==> config.mk <==
export PLATFORM = sky130hd
export DESIGN_NAME = lu_full_pivot_decomposer
export DESIGN_NICKNAME = d
export VERILOG_FILES = /design/src/sv/lufp_pkg.sv /design/src/sv/lufp_ram.sv /design/src/sv/lufp_div.sv /design/src/sv/lufp_dp.sv /design/src/sv/lufp_ctrl.sv /design/src/sv/lu_full_pivot_decomposer.sv
export VERILOG_INCLUDE_DIRS = /design/src /design/src/sv
export SDC_FILE = /design/constraint.sdc
export NUM_CORES = 2
export LEC_CHECK = 0
export ABC_CLOCK_PERIOD_IN_PS = 23200
export BUFFER_PORTS_ARGS = -buffer_cell sky130_fd_sc_hd__buf_2
export CAP_MARGIN = 20
export CORE_ASPECT_RATIO = 2
export CORE_MARGIN = 3
export CORE_UTILIZATION = 50
export CTS_CLUSTER_DIAMETER = 60
export DETAILED_ROUTE_END_ITERATION = 8
export PLACE_DENSITY = 0.65
export SYNTH_ARGS = -nofsm -noshare
export SYNTH_HDL_FRONTEND = slang
export SYNTH_SLANG_ARGS = --single-unit
==> constraint.sdc <==
create_clock -name clk -period 23.2 [get_ports clk]
set_input_delay 6.96 -clock clk [delete_from_list [all_inputs] [get_ports clk]]
set_output_delay 6.96 -clock clk [all_outputs]
set_load 0.02 [all_outputs]
==> src/sv/lu_full_pivot_decomposer_assert.svh <==
// Assertion macros shared by the decomposer RTL.
`ifndef LU_FULL_PIVOT_DECOMPOSER_ASSERT_SVH
`define LU_FULL_PIVOT_DECOMPOSER_ASSERT_SVH

// Same-cycle implication, checked at every rising clock edge out of reset.
`define LUFP_ASSERT_NOW(lbl, ante, cons) \
    lbl: assert property (@(posedge clk) disable iff (!rst_n) (ante) |-> (cons)) \
        else $error("lufp assertion failed");

// Next-cycle implication.
`define LUFP_ASSERT_NEXT(lbl, ante, cons) \
    lbl: assert property (@(posedge clk) disable iff (!rst_n) (ante) |=> (cons)) \
        else $error("lufp assertion failed");

`endif

==> src/sv/lufp_pkg.sv <==
package lufp_pkg;

    localparam int MATRIX_SIZE_DEF = 4;
    localparam int DATA_WIDTH_DEF  = 32;
    localparam int FRAC_BITS       = 16;

    typedef enum logic [4:0] {
        ST_LOAD,
        ST_S_RD,
        ST_S_CMP,
        ST_SWAP,
        ST_P_RD,
        ST_P_CAP,
        ST_N_RD,
        ST_N_CAP,
        ST_DIV,
        ST_X_RD,
        ST_X_CAP,
        ST_A_RD,
        ST_A_CAP,
        ST_MUL,
        ST_UPD,
        ST_O_RD,
        ST_O_CAP,
        ST_O_WAIT
    } lufp_state_t;

    typedef struct packed {
        logic in_ready;
        logic srch_first;
        logic srch_cmp;
        logic swap;
        logic piv_cap;
        logic num_cap;
        logic lm_wr;
        logic x_cap;
        logic a_cap;
        logic mul;
        logic upd_wr;
        logic out_load;
        logic clear;
    } lufp_cmd_t;

    typedef struct packed {
        logic load_last;
        logic div_done;
        logic out_taken;
    } lufp_status_t;

endpackage

==> src/sv/lufp_ram.sv <==
module lufp_ram #(
    parameter int WIDTH = 32,
    parameter int DEPTH = 16
) (
    input  logic                     clk,
    input  logic                     we,
    input  logic [$clog2(DEPTH)-1:0] waddr,
    input  logic [WIDTH-1:0]         wdata,
    input  logic [$clog2(DEPTH)-1:0] raddr,
    output logic [WIDTH-1:0]         rdata
);

    logic [WIDTH-1:0] mem [DEPTH];

    always_ff @(posedge clk)
    begin
        if (we)
        begin
            mem[waddr] <= wdata;
        end
        rdata <= mem[raddr];
    end

endmodule

==> src/sv/lufp_div.sv <==
// Restoring divider, one quotient bit per cycle: quo = (num << FRAC_BITS) / den.
module lufp_div import lufp_pkg::*; #(
    parameter int DW = 32
) (
    input  logic                    clk,
    input  logic                    rst_n,
    input  logic                    start,
    input  logic [DW-1:0]           num,
    input  logic [DW-1:0]           den,
    output logic                    done,
    output logic [DW+FRAC_BITS-1:0] quo
);

    localparam int QW = DW + FRAC_BITS;
    localparam int CW = $clog2(QW + 1);

    logic [QW-1:0] sh_reg, sh_next;
    logic [QW-1:0] q_reg, q_next;
    logic [DW-1:0] rem_reg, rem_next;
    logic [DW-1:0] den_reg, den_next;
    logic [CW-1:0] cnt_reg, cnt_next;
    logic          busy_reg, busy_next;
    logic          done_reg, done_next;
    logic [DW:0]   trial;
    logic [DW:0]   diff;
    logic          ge;

    assign trial = {rem_reg, sh_reg[QW-1]};
    assign diff  = trial - {1'b0, den_reg};
    assign ge    = trial >= {1'b0, den_reg};

    always_comb
    begin
        sh_next   = sh_reg;
        q_next    = q_reg;
        rem_next  = rem_reg;
        den_next  = den_reg;
        cnt_next  = cnt_reg;
        busy_next = busy_reg;
        done_next = 1'b0;
        if (start)
        begin
            sh_next   = QW'(num) << FRAC_BITS;
            q_next    = '0;
            rem_next  = '0;
            den_next  = den;
            cnt_next  = CW'(QW);
            busy_next = 1'b1;
        end
        else if (busy_reg)
        begin
            sh_next  = sh_reg << 1;
            q_next   = {q_reg[QW-2:0], ge};
            rem_next = ge ? diff[DW-1:0] : trial[DW-1:0];
            cnt_next = cnt_reg - CW'(1);
            if (cnt_reg == CW'(1))
            begin
                busy_next = 1'b0;
                done_next = 1'b1;
            end
        end
    end

    always_ff @(posedge clk or negedge rst_n)
    begin
        if (!rst_n)
        begin
            busy_reg <= 1'b0;
            done_reg <= 1'b0;
            cnt_reg  <= '0;
        end
        else
        begin
            busy_reg <= busy_next;
            done_reg <= done_next;
            cnt_reg  <= cnt_next;
        end
    end

    always_ff @(posedge clk)
    begin
        sh_reg  <= sh_next;
        q_reg   <= q_next;
        rem_reg <= rem_next;
        den_reg <= den_next;
    end

    assign done = done_reg;
    assign quo  = q_reg;

endmodule

==> src/sv/lufp_dp.sv <==
// Datapath: matrix and multiplier stores, permutations, pivot search,
// divider, multiply and saturating update, result register.
// The work store is addressed through a row and a column map that follow every
// pivot swap and survive between runs, so its contents always sit in the
// permuted order; a short load then rewrites the permuted matrix in place.
module lufp_dp import lufp_pkg::*; #(
    parameter int N  = MATRIX_SIZE_DEF,
    parameter int DW = DATA_WIDTH_DEF
) (
    input  logic                 clk,
    input  logic                 rst_n,
    input  lufp_cmd_t            cmd,
    output lufp_status_t         st,
    input  logic [$clog2(N)-1:0] row,
    input  logic [$clog2(N)-1:0] col,
    input  logic [$clog2(N)-1:0] k,
    input  logic                 in_valid,
    input  logic [DW-1:0]        in_data,
    input  logic                 in_last,
    input  logic                 out_ready,
    output logic                 out_valid,
    output logic [$clog2(N)-1:0] out_row,
    output logic [$clog2(N)-1:0] out_col,
    output logic [DW-1:0]        out_lower,
    output logic [DW-1:0]        out_upper,
    output logic [$clog2(N)-1:0] out_row_perm,
    output logic [$clog2(N)-1:0] out_col_perm,
    output logic                 out_singular,
    output logic                 out_last
);

    localparam int IW    = $clog2(N);
    localparam int CELLS = N * N;
    localparam int AW    = $clog2(CELLS);
    localparam int CW    = $clog2(CELLS + 1);
    localparam int QW    = DW + FRAC_BITS;
    localparam int PW    = 2 * DW;
    localparam logic [DW-1:0] MAXV = {1'b0, {(DW-1){1'b1}}};
    localparam logic [DW-1:0] MINV = {1'b1, {(DW-1){1'b0}}};
    localparam logic [DW-1:0] ONE  =
        (FRAC_BITS < DW - 1) ? (DW'(1) << FRAC_BITS) : MAXV;
    localparam logic [QW-1:0] QMAX     = {{(FRAC_BITS+1){1'b0}}, {(DW-1){1'b1}}};
    localparam logic [QW-1:0] QMIN_MAG = QMAX + QW'(1);
    localparam logic signed [PW+1:0] MAX_EXT = {{(PW+3-DW){1'b0}}, {(DW-1){1'b1}}};
    localparam logic signed [PW+1:0] MIN_EXT = {{(PW+3-DW){1'b1}}, {(DW-1){1'b0}}};

    logic [IW-1:0] ro_reg [N];
    logic [IW-1:0] co_reg [N];
    logic [IW-1:0] mr_reg [N];
    logic [IW-1:0] mc_reg [N];
    logic [CW-1:0] cnt_reg;
    logic [IW-1:0] lr_reg, lc_reg;
    logic          sing_reg;
    logic [DW-1:0] best_reg;
    logic [IW-1:0] pr_reg, pc_reg;
    logic [DW-1:0] piv_reg, m_reg, x_reg, a_reg;
    logic          num_neg_reg, num_zero_reg, pneg_reg;
    logic [PW-1:0] prod_reg;
    logic          ovalid_reg;
    logic [IW-1:0] orow_reg, ocol_reg, orp_reg, ocp_reg;
    logic [DW-1:0] olow_reg, oup_reg;
    logic          osing_reg, olast_reg;

    logic          accept, load_wr;
    logic [AW-1:0] w_addr, l_addr, ld_addr;
    logic          w_we;
    logic [AW-1:0] w_waddr;
    logic [DW-1:0] w_wdata, w_rdata, l_rdata;
    logic [DW-1:0] w_mag, piv_mag, m_mag, x_mag;
    logic          div_done;
    logic [QW-1:0] div_quo, q_mag, q_neg;
    logic [DW-1:0] m_val, upd_val;
    logic signed [PW+1:0] a_ext, p_ext, sum;

    assign accept  = cmd.in_ready && in_valid;
    assign load_wr = accept && (cnt_reg < CW'(CELLS));
    assign w_addr  = AW'(int'(mr_reg[row]) * N + int'(mc_reg[col]));
    assign ld_addr = AW'(int'(mr_reg[lr_reg]) * N + int'(mc_reg[lc_reg]));
    assign l_addr  = AW'(int'(ro_reg[row]) * N + int'(col));

    assign w_mag   = w_rdata[DW-1] ? -w_rdata : w_rdata;
    assign piv_mag = piv_reg[DW-1] ? -piv_reg : piv_reg;
    assign m_mag   = m_reg[DW-1] ? -m_reg : m_reg;
    assign x_mag   = x_reg[DW-1] ? -x_reg : x_reg;

    // quotient magnitude, saturated to the signed range
    assign q_mag = num_zero_reg ? '0 : div_quo;
    assign q_neg = QW'(0) - q_mag;
    always_comb
    begin
        if (!num_neg_reg)
        begin
            m_val = (q_mag > QMAX) ? MAXV : q_mag[DW-1:0];
        end
        else
        begin
            m_val = (q_mag > QMIN_MAG) ? MINV : q_neg[DW-1:0];
        end
    end

    // a - m*x >> FRAC_BITS, saturated
    assign a_ext = {{(PW+2-DW){a_reg[DW-1]}}, a_reg};
    assign p_ext = {2'b00, prod_reg >> FRAC_BITS};
    assign sum   = pneg_reg ? a_ext + p_ext : a_ext - p_ext;
    always_comb
    begin
        if (sum > MAX_EXT)
        begin
            upd_val = MAXV;
        end
        else if (sum < MIN_EXT)
        begin
            upd_val = MINV;
        end
        else
        begin
            upd_val = sum[DW-1:0];
        end
    end

    // clear the eliminated entry below the pivot while its multiplier is stored
    assign w_we    = load_wr || cmd.upd_wr || cmd.lm_wr;
    assign w_waddr = load_wr ? ld_addr : w_addr;
    assign w_wdata = load_wr ? in_data : (cmd.upd_wr ? upd_val : '0);

    lufp_ram #(.WIDTH(DW), .DEPTH(CELLS)) u_work (
        .clk   (clk),
        .we    (w_we),
        .waddr (w_waddr),
        .wdata (w_wdata),
        .raddr (w_addr),
        .rdata (w_rdata)
    );

    lufp_ram #(.WIDTH(DW), .DEPTH(CELLS)) u_lower (
        .clk   (clk),
        .we    (cmd.lm_wr),
        .waddr (l_addr),
        .wdata (m_val),
        .raddr (l_addr),
        .rdata (l_rdata)
    );

    lufp_div #(.DW(DW)) u_div (
        .clk   (clk),
        .rst_n (rst_n),
        .start (cmd.num_cap),
        .num   (w_mag),
        .den   (piv_mag),
        .done  (div_done),
        .quo   (div_quo)
    );

    always_ff @(posedge clk or negedge rst_n)
    begin
        if (!rst_n)
        begin
            for (int i = 0; i < N; i++)
            begin
                ro_reg[i] <= IW'(i);
                co_reg[i] <= IW'(i);
                mr_reg[i] <= IW'(i);
                mc_reg[i] <= IW'(i);
            end
            cnt_reg    <= '0;
            lr_reg     <= '0;
            lc_reg     <= '0;
            sing_reg   <= 1'b0;
            ovalid_reg <= 1'b0;
        end
        else
        begin
            if (cmd.clear)
            begin
                for (int i = 0; i < N; i++)
                begin
                    ro_reg[i] <= IW'(i);
                    co_reg[i] <= IW'(i);
                end
                cnt_reg  <= '0;
                lr_reg   <= '0;
                lc_reg   <= '0;
                sing_reg <= 1'b0;
            end
            else
            begin
                if (load_wr)
                begin
                    cnt_reg <= cnt_reg + CW'(1);
                    if (lc_reg == IW'(N - 1))
                    begin
                        lc_reg <= '0;
                        lr_reg <= lr_reg + IW'(1);
                    end
                    else
                    begin
                        lc_reg <= lc_reg + IW'(1);
                    end
                end
                if (cmd.swap)
                begin
                    for (int i = 0; i < N; i++)
                    begin
                        if (IW'(i) == k)
                        begin
                            ro_reg[i] <= ro_reg[pr_reg];
                            mr_reg[i] <= mr_reg[pr_reg];
                        end
                        else if (IW'(i) == pr_reg)
                        begin
                            ro_reg[i] <= ro_reg[k];
                            mr_reg[i] <= mr_reg[k];
                        end
                        if (IW'(i) == k)
                        begin
                            co_reg[i] <= co_reg[pc_reg];
                            mc_reg[i] <= mc_reg[pc_reg];
                        end
                        else if (IW'(i) == pc_reg)
                        begin
                            co_reg[i] <= co_reg[k];
                            mc_reg[i] <= mc_reg[k];
                        end
                    end
                end
                if (cmd.piv_cap && (w_rdata == '0))
                begin
                    sing_reg <= 1'b1;
                end
            end
            if (cmd.out_load)
            begin
                ovalid_reg <= 1'b1;
            end
            else if (ovalid_reg && out_ready)
            begin
                ovalid_reg <= 1'b0;
            end
        end
    end

    always_ff @(posedge clk)
    begin
        if (cmd.srch_cmp && (cmd.srch_first || (w_mag > best_reg)))
        begin
            best_reg <= w_mag;
            pr_reg   <= row;
            pc_reg   <= col;
        end
        if (cmd.piv_cap)
        begin
            piv_reg <= w_rdata;
        end
        if (cmd.num_cap)
        begin
            num_neg_reg  <= w_rdata[DW-1] ^ piv_reg[DW-1];
            num_zero_reg <= (w_rdata == '0);
        end
        if (cmd.lm_wr)
        begin
            m_reg <= m_val;
        end
        if (cmd.x_cap)
        begin
            x_reg <= w_rdata;
        end
        if (cmd.a_cap)
        begin
            a_reg <= w_rdata;
        end
        if (cmd.mul)
        begin
            prod_reg <= PW'(m_mag) * PW'(x_mag);
            pneg_reg <= m_reg[DW-1] ^ x_reg[DW-1];
        end
        if (cmd.out_load)
        begin
            orow_reg  <= row;
            ocol_reg  <= col;
            olow_reg  <= (col < row) ? l_rdata : ((col == row) ? ONE : '0);
            oup_reg   <= (col >= row) ? w_rdata : '0;
            orp_reg   <= ro_reg[row];
            ocp_reg   <= co_reg[col];
            osing_reg <= sing_reg;
            olast_reg <= (row == IW'(N - 1)) && (col == IW'(N - 1));
        end
    end

    assign st.load_last = accept && in_last;
    assign st.div_done  = div_done;
    assign st.out_taken = ovalid_reg && out_ready;

    assign out_valid    = ovalid_reg;
    assign out_row      = orow_reg;
    assign out_col      = ocol_reg;
    assign out_lower    = olow_reg;
    assign out_upper    = oup_reg;
    assign out_row_perm = orp_reg;
    assign out_col_perm = ocp_reg;
    assign out_singular = osing_reg;
    assign out_last     = olast_reg;

endmodule

==> src/sv/lufp_ctrl.sv <==
// Sequencer: load, pivot search, swap, elimination, result emission.
module lufp_ctrl import lufp_pkg::*; #(
    parameter int N = MATRIX_SIZE_DEF
) (
    input  logic                 clk,
    input  logic                 rst_n,
    input  lufp_status_t         st,
    output lufp_cmd_t            cmd,
    output logic [$clog2(N)-1:0] row,
    output logic [$clog2(N)-1:0] col,
    output logic [$clog2(N)-1:0] k
);

    localparam int IW = $clog2(N);
    localparam logic [IW-1:0] LAST = IW'(N - 1);

    lufp_state_t   state_reg, state_next;
    logic [IW-1:0] k_reg, k_next;
    logic [IW-1:0] r_reg, r_next;
    logic [IW-1:0] c_reg, c_next;

    always_ff @(posedge clk or negedge rst_n)
    begin
        if (!rst_n)
        begin
            state_reg <= ST_LOAD;
            k_reg     <= '0;
            r_reg     <= '0;
            c_reg     <= '0;
        end
        else
        begin
            state_reg <= state_next;
            k_reg     <= k_next;
            r_reg     <= r_next;
            c_reg     <= c_next;
        end
    end

    always_comb
    begin
        state_next = state_reg;
        k_next     = k_reg;
        r_next     = r_reg;
        c_next     = c_reg;
        cmd        = '0;
        row        = r_reg;
        col        = c_reg;
        unique case (state_reg)
            ST_LOAD:
            begin
                cmd.in_ready = 1'b1;
                if (st.load_last)
                begin
                    k_next     = '0;
                    r_next     = '0;
                    c_next     = '0;
                    state_next = ST_S_RD;
                end
            end
            ST_S_RD:
            begin
                state_next = ST_S_CMP;
            end
            ST_S_CMP:
            begin
                cmd.srch_cmp   = 1'b1;
                cmd.srch_first = (r_reg == k_reg) && (c_reg == k_reg);
                if (c_reg == LAST)
                begin
                    c_next = k_reg;
                    if (r_reg == LAST)
                    begin
                        state_next = ST_SWAP;
                    end
                    else
                    begin
                        r_next     = r_reg + IW'(1);
                        state_next = ST_S_RD;
                    end
                end
                else
                begin
                    c_next     = c_reg + IW'(1);
                    state_next = ST_S_RD;
                end
            end
            ST_SWAP:
            begin
                cmd.swap   = 1'b1;
                state_next = ST_P_RD;
            end
            ST_P_RD:
            begin
                row        = k_reg;
                col        = k_reg;
                state_next = ST_P_CAP;
            end
            ST_P_CAP:
            begin
                row         = k_reg;
                col         = k_reg;
                cmd.piv_cap = 1'b1;
                if (k_reg == LAST)
                begin
                    r_next     = '0;
                    c_next     = '0;
                    state_next = ST_O_RD;
                end
                else
                begin
                    r_next     = k_reg + IW'(1);
                    state_next = ST_N_RD;
                end
            end
            ST_N_RD:
            begin
                col        = k_reg;
                state_next = ST_N_CAP;
            end
            ST_N_CAP:
            begin
                col         = k_reg;
                cmd.num_cap = 1'b1;
                state_next  = ST_DIV;
            end
            ST_DIV:
            begin
                col = k_reg;
                if (st.div_done)
                begin
                    cmd.lm_wr  = 1'b1;
                    c_next     = k_reg + IW'(1);
                    state_next = ST_X_RD;
                end
            end
            ST_X_RD:
            begin
                row        = k_reg;
                state_next = ST_X_CAP;
            end
            ST_X_CAP:
            begin
                row        = k_reg;
                cmd.x_cap  = 1'b1;
                state_next = ST_A_RD;
            end
            ST_A_RD:
            begin
                state_next = ST_A_CAP;
            end
            ST_A_CAP:
            begin
                cmd.a_cap  = 1'b1;
                state_next = ST_MUL;
            end
            ST_MUL:
            begin
                cmd.mul    = 1'b1;
                state_next = ST_UPD;
            end
            ST_UPD:
            begin
                cmd.upd_wr = 1'b1;
                if (c_reg != LAST)
                begin
                    c_next     = c_reg + IW'(1);
                    state_next = ST_X_RD;
                end
                else if (r_reg != LAST)
                begin
                    r_next     = r_reg + IW'(1);
                    state_next = ST_N_RD;
                end
                else
                begin
                    // next column: search the trailing submatrix
                    k_next     = k_reg + IW'(1);
                    r_next     = k_reg + IW'(1);
                    c_next     = k_reg + IW'(1);
                    state_next = ST_S_RD;
                end
            end
            ST_O_RD:
            begin
                state_next = ST_O_CAP;
            end
            ST_O_CAP:
            begin
                cmd.out_load = 1'b1;
                state_next   = ST_O_WAIT;
            end
            ST_O_WAIT:
            begin
                if (st.out_taken)
                begin
                    if (c_reg != LAST)
                    begin
                        c_next     = c_reg + IW'(1);
                        state_next = ST_O_RD;
                    end
                    else if (r_reg != LAST)
                    begin
                        c_next     = '0;
                        r_next     = r_reg + IW'(1);
                        state_next = ST_O_RD;
                    end
                    else
                    begin
                        cmd.clear  = 1'b1;
                        state_next = ST_LOAD;
                    end
                end
            end
            default:
            begin
                state_next = ST_LOAD;
            end
        endcase
    end

    assign k = k_reg;

endmodule

==> src/sv/lu_full_pivot_decomposer.sv <==
// Loading takes one entry per cycle. After the entry marked last the matrix is
// decomposed, then its results follow one at a time, 16 for a 4x4 matrix.
// The bit-serial divider and the single read port of the work store set the run
// time; one matrix is in flight at a time.
// Reset: asynchronous, active low; returns to loading with identity permutations.
module lu_full_pivot_decomposer import lufp_pkg::*; #(
    parameter int MATRIX_SIZE = MATRIX_SIZE_DEF,
    parameter int DATA_WIDTH  = DATA_WIDTH_DEF
) (
    input  logic clk,
    input  logic rst_n,
    // entry transfer: tdata = entry_value; tlast = last_entry
    input  logic                              s_axis_tvalid,
    output logic                              s_axis_tready,
    input  logic [((DATA_WIDTH+7)/8)*8-1:0]   s_axis_tdata,
    input  logic                              s_axis_tlast,
    // result transfer: tdata = row_index, col_index, lower_value, upper_value,
    // row_perm, col_perm (from bit 0 up, zero padded); tuser = singular;
    // tlast = last_result
    output logic                              m_axis_tvalid,
    input  logic                              m_axis_tready,
    output logic [((4*$clog2(MATRIX_SIZE)+2*DATA_WIDTH+7)/8)*8-1:0] m_axis_tdata,
    output logic [0:0]                        m_axis_tuser,
    output logic                              m_axis_tlast
);

    localparam int IW  = $clog2(MATRIX_SIZE);
    localparam int OW  = 4 * IW + 2 * DATA_WIDTH;
    localparam int OTW = ((OW + 7) / 8) * 8;

    lufp_cmd_t       cmd;
    lufp_status_t    st;
    logic [IW-1:0]   row, col, k;
    logic [IW-1:0]   o_row, o_col, o_rp, o_cp;
    logic [DATA_WIDTH-1:0] o_low, o_up;
    logic            o_sing;

    // sequencer: owns the loop counters over pivot column, row and column
    lufp_ctrl #(.N(MATRIX_SIZE)) u_ctrl (
        .clk   (clk),
        .rst_n (rst_n),
        .st    (st),
        .cmd   (cmd),
        .row   (row),
        .col   (col),
        .k     (k)
    );

    // datapath: stores, pivot search, divide, multiply-subtract, output register
    lufp_dp #(.N(MATRIX_SIZE), .DW(DATA_WIDTH)) u_dp (
        .clk          (clk),
        .rst_n        (rst_n),
        .cmd          (cmd),
        .st           (st),
        .row          (row),
        .col          (col),
        .k            (k),
        .in_valid     (s_axis_tvalid),
        .in_data      (s_axis_tdata[DATA_WIDTH-1:0]),
        .in_last      (s_axis_tlast),
        .out_ready    (m_axis_tready),
        .out_valid    (m_axis_tvalid),
        .out_row      (o_row),
        .out_col      (o_col),
        .out_lower    (o_low),
        .out_upper    (o_up),
        .out_row_perm (o_rp),
        .out_col_perm (o_cp),
        .out_singular (o_sing),
        .out_last     (m_axis_tlast)
    );

    // accept entries only while loading
    assign s_axis_tready = cmd.in_ready;
    assign m_axis_tdata  = OTW'({o_cp, o_rp, o_up, o_low, o_col, o_row});
    assign m_axis_tuser  = o_sing;

`include "lu_full_pivot_decomposer_assert.svh"

    // no load while a result waits
    `LUFP_ASSERT_NOW(a_no_load_during_emit, m_axis_tvalid, !s_axis_tready)
    // the final result transfer returns the block to loading
    `LUFP_ASSERT_NEXT(a_ready_after_run, m_axis_tvalid && m_axis_tready && m_axis_tlast, s_axis_tready)
    // the marked entry closes the load phase
    `LUFP_ASSERT_NEXT(a_busy_after_last, s_axis_tvalid && s_axis_tready && s_axis_tlast, !s_axis_tready)

endmodule

==> flow_metrics.py <==
metrics = {
    "run_status": {
        "status": "complete, no violations",
    },
    "routing": {
        "avgRoutedWirePerCell_um": 25.12,
        "viasPerCell": 5.905,
        "drt-pass1-iter-count": 8,
        "drtAntennaViolNets": 0,
        "drt_iter0_drc": 5722,
        "drc": 0,
        "vias": 72240,
        "routed_wl_mm": 307.3,
    },
    "floorplanning": {
        "ioPinCount": 113,
        "coreArea_um2": 203800,
        "rows": 234,
        "die_height_um": 646.9,
        "die-area_um2": 211200,
        "start_util_pct": 50.39,
        "die_x_um": 326.5,
    },
    "timing": {
        "fmax_ghz": 0.08276,
        "drv_slew": 0,
        "max_slew_margin_pct": 9.752,
        "worstMarginPinSlew_ns": 1.354,
        "hold_violations": 0,
        "rsz0062_at_grt": "false",
        "setup_violations": 0,
        "period_needed_ns": 12.08,
        "fin_skew_ns": 0.07307,
        "fin_setup_tns_ns": 0,
        "post-route-period-util_pct": 52.08,
    },
    "global_route": {
        "use_met1_pct": 31.26,
        "gr-usage-all-layers_pct": 29.14,
        "grt-ovfl-total": 0,
        "antenna_found_initial": 25,
        "grt_pass1_vias": 76090,
        "globalRouteMet3Util_pct": 4.521,
        "grt.busiest_layer": "met2",
        "grt_pass1_wl_mm": 461.2,
        "grt_start_max_net_pins": 178,
        "gr-usage-met2_pct": 52.31,
    },
    "yosys": {
        "post-synth-top-area-fraction_pct": 40.27,
        "yosys.area.top_type": "edfxtp_1",
        "synth-seq-cells": 1583,
        "syn_avg_cell_area_um2": 10.98,
        "syn_nets": 10680,
        "synth_area_um2": 102700,
        "syn_inst": 9353,
        "seq_area_frac_synth_pct": 44.60,
        "synth-edff-count": 1377,
        "synth-main-ff-cell": "edfxtp_1",
        "ys_warn_count": 0,
        "synthArstFlopShare_pct": 3.917,
        "yosysMostFrequentCell": "edfxtp_1",
        "ys_types": 88,
        "yosys-top-cells-area": "edfxtp_1, fa_1, nand2_1, ha_1, inv_1",
        "synth_common_cells": "edfxtp_1, nand2_1, inv_1",
    },
    "place": {
        "placedCellCount": 11960,
        "placed_area_um2": 107600,
        "io_buffers": 112,
        "dp.final_hpwl_mm": 219.7,
        "gp_congestion": 0.9723,
    },
    "cts": {
        "clk_transition_reported_paths_ns": 0.07,
        "hold_buffers": 0,
        "cts-resized-gates": 0,
        "cts_tree": "done",
        "cts.sink_count": 1583,
        "cts.htree.levels": 4,
        "postCtsSetupBuffers": 0,
        "cts_max_path_buffers": 4,
        "numCtsBuffers": 144,
        "clk_latency_ns": 0.80,
        "cts_root_buf": "clkbuf_16",
    },
    "finish": {
        "final_cells": 12230,
        "fill_cells": 17450,
        "reg.largest.list": "u_dp.u_lower.mem (512), u_dp.u_work.mem (512)",
        "num-nets-final": 10720,
        "drive_gt1_share_pct": 9.655,
        "area.growth.synth_to_final_pct": 9.505,
        "fin_area_um2": 112500,
    },
    "setup_path": {
        "slowest_stage": "edfxtp_1",
        "end_kind": "flop",
        "crit_path_max_fanout": 12,
        "worstSetupPathType": "reg2reg",
        "cp.arrival_ns": 12.57,
        "start_kind": "flop",
        "required_ns": 23.69,
        "cp_common_cell": "fa_1",
        "cpPeakStageDelay_ns": 0.64,
    },
    "hold_path": {
        "hold_class": "reg2reg",
    },
    "run": {
        "maxCapViolCount": 0,
    },
}
==> placed cells by master, fill, tap and decap left out, types with 45 or more instances in the layout <==
cell / count
ha_1: 391
nand3_1: 50
nand2b_1: 47
a21o_1: 66
buf_4: 247
and2_1: 49
nor2_1: 953
nand2_1: 1335
dfxtp_1: 144
nor3_1: 67
xor2_1: 137
buf_2: 111
fa_1: 897
clkbuf_16: 153
dfrtp_1: 45
edfxtp_1: 1377
and3_1: 147
mux2i_1: 224
mux2_2: 134
inv_1: 1068
mux4_2: 52
o21ai_0: 201
a21oi_1: 443
xnor2_1: 167
nor2b_1: 72
a211oi_1: 117
a31oi_1: 146
==> stage by stage <==
stage	worst slack, ns	util [%]	hold slack (ns)
3_5_place_dp	11.26	52.81	0.4569
6_report	11.12	55.18	0.4680
2_1_floorplan	12.11	-	0.4257
4_1_cts	11.18	55.13	0.4712
3_3_place_gp	10.93	52.78	0.4628
5_1_grt	10.64	55.16	0.5004
==> final timing paths <==
| check | depth (start not counted) | slack (ns) | endpoint | start |
|---|---|---|---|---|
| max | 36 | 11.12 | u_dp.prod_reg[56]$_DFFE_PP_ | u_dp.m_reg[0]$_DFFE_PP_ |
| min | 2 | 0.47 | u_dp.u_div.rem_reg[31]$_SDFFE_PP0P_ | u_dp.u_div.rem_reg[31]$_SDFFE_PP0P_ |
| max reg2reg | 36 | 11.12 | u_dp.prod_reg[56]$_DFFE_PP_ | u_dp.m_reg[0]$_DFFE_PP_ |
| min reg2reg | 2 | 0.47 | u_dp.u_div.rem_reg[31]$_SDFFE_PP0P_ | u_dp.u_div.rem_reg[31]$_SDFFE_PP0P_ |
| max in group asynchronous | 1 | 16.18 | u_ctrl.state_reg[4]$_DFFE_PN0P_ | rst_n |
| min in group asynchronous | 1 | 6.26 | u_dp.u_div.busy_reg$_DFF_PN0_ | rst_n |
==> per-layer routing <==
layer | wire length, um | part of all wire, % | up-vias
met3 | 18470 | 6.0 | 1263
met2 | 158800 | 52 | 2925
met1 | 104100 | 34 | 36540
met5 | 70 | 0.023 | -
met4 | 25820 | 8.4 | 10
li1 | - | - | 31500
==> worst max-delay path: cells and delay by family (launching register included) <==
kind                       cells  cell delay [ns]
buffers and inverters          5             0.71
DFF                            1             0.64
AOI/OAI and AO/OA             12             2.92
adders and majority gates     10             4.84
xor gates and xnor gates       2             0.40
and+or+nand+nor                7             2.26
==> logic make-up (layout without fill, tap and decap cells) <==
| kind of cell | count (synthesis) | after routing | synth area share, % |
|---|---|---|---|
| and+or+nand+nor | 2936 | 2936 | 12.23 |
| DFF | 1583 | 1583 | 44.60 |
| adders and majority gates | 1288 | 1288 | 22.25 |
| buffers and inverters | 1540 | 1685 | 5.666 |
| other | 0 | 21 | 0 |
| xor gates and xnor gates | 351 | 351 | 3.008 |
| AOI/OAI and AO/OA | 1242 | 1242 | 7.424 |
| muxes | 413 | 413 | 4.822 |
==> final cells by class <==
type / instances / area [um^2] / area share (%)
clock inverters: 67 / 728.2 / 0.6476
multi-input cells: 6230 / 51930 / 46.18
well taps: 2714 / 3396 / 3.020
diodes: 21 / 52.55 / 0.04673
repair buffers: 365 / 2487 / 2.212
inverters: 1071 / 4031 / 3.585
clock buffers: 182 / 4018 / 3.573
flip-flops and latches: 1583 / 45810 / 40.73
Power is not shown: default switching activity piles up to over one toggle a cycle in this logic, so the estimate is an artifact.
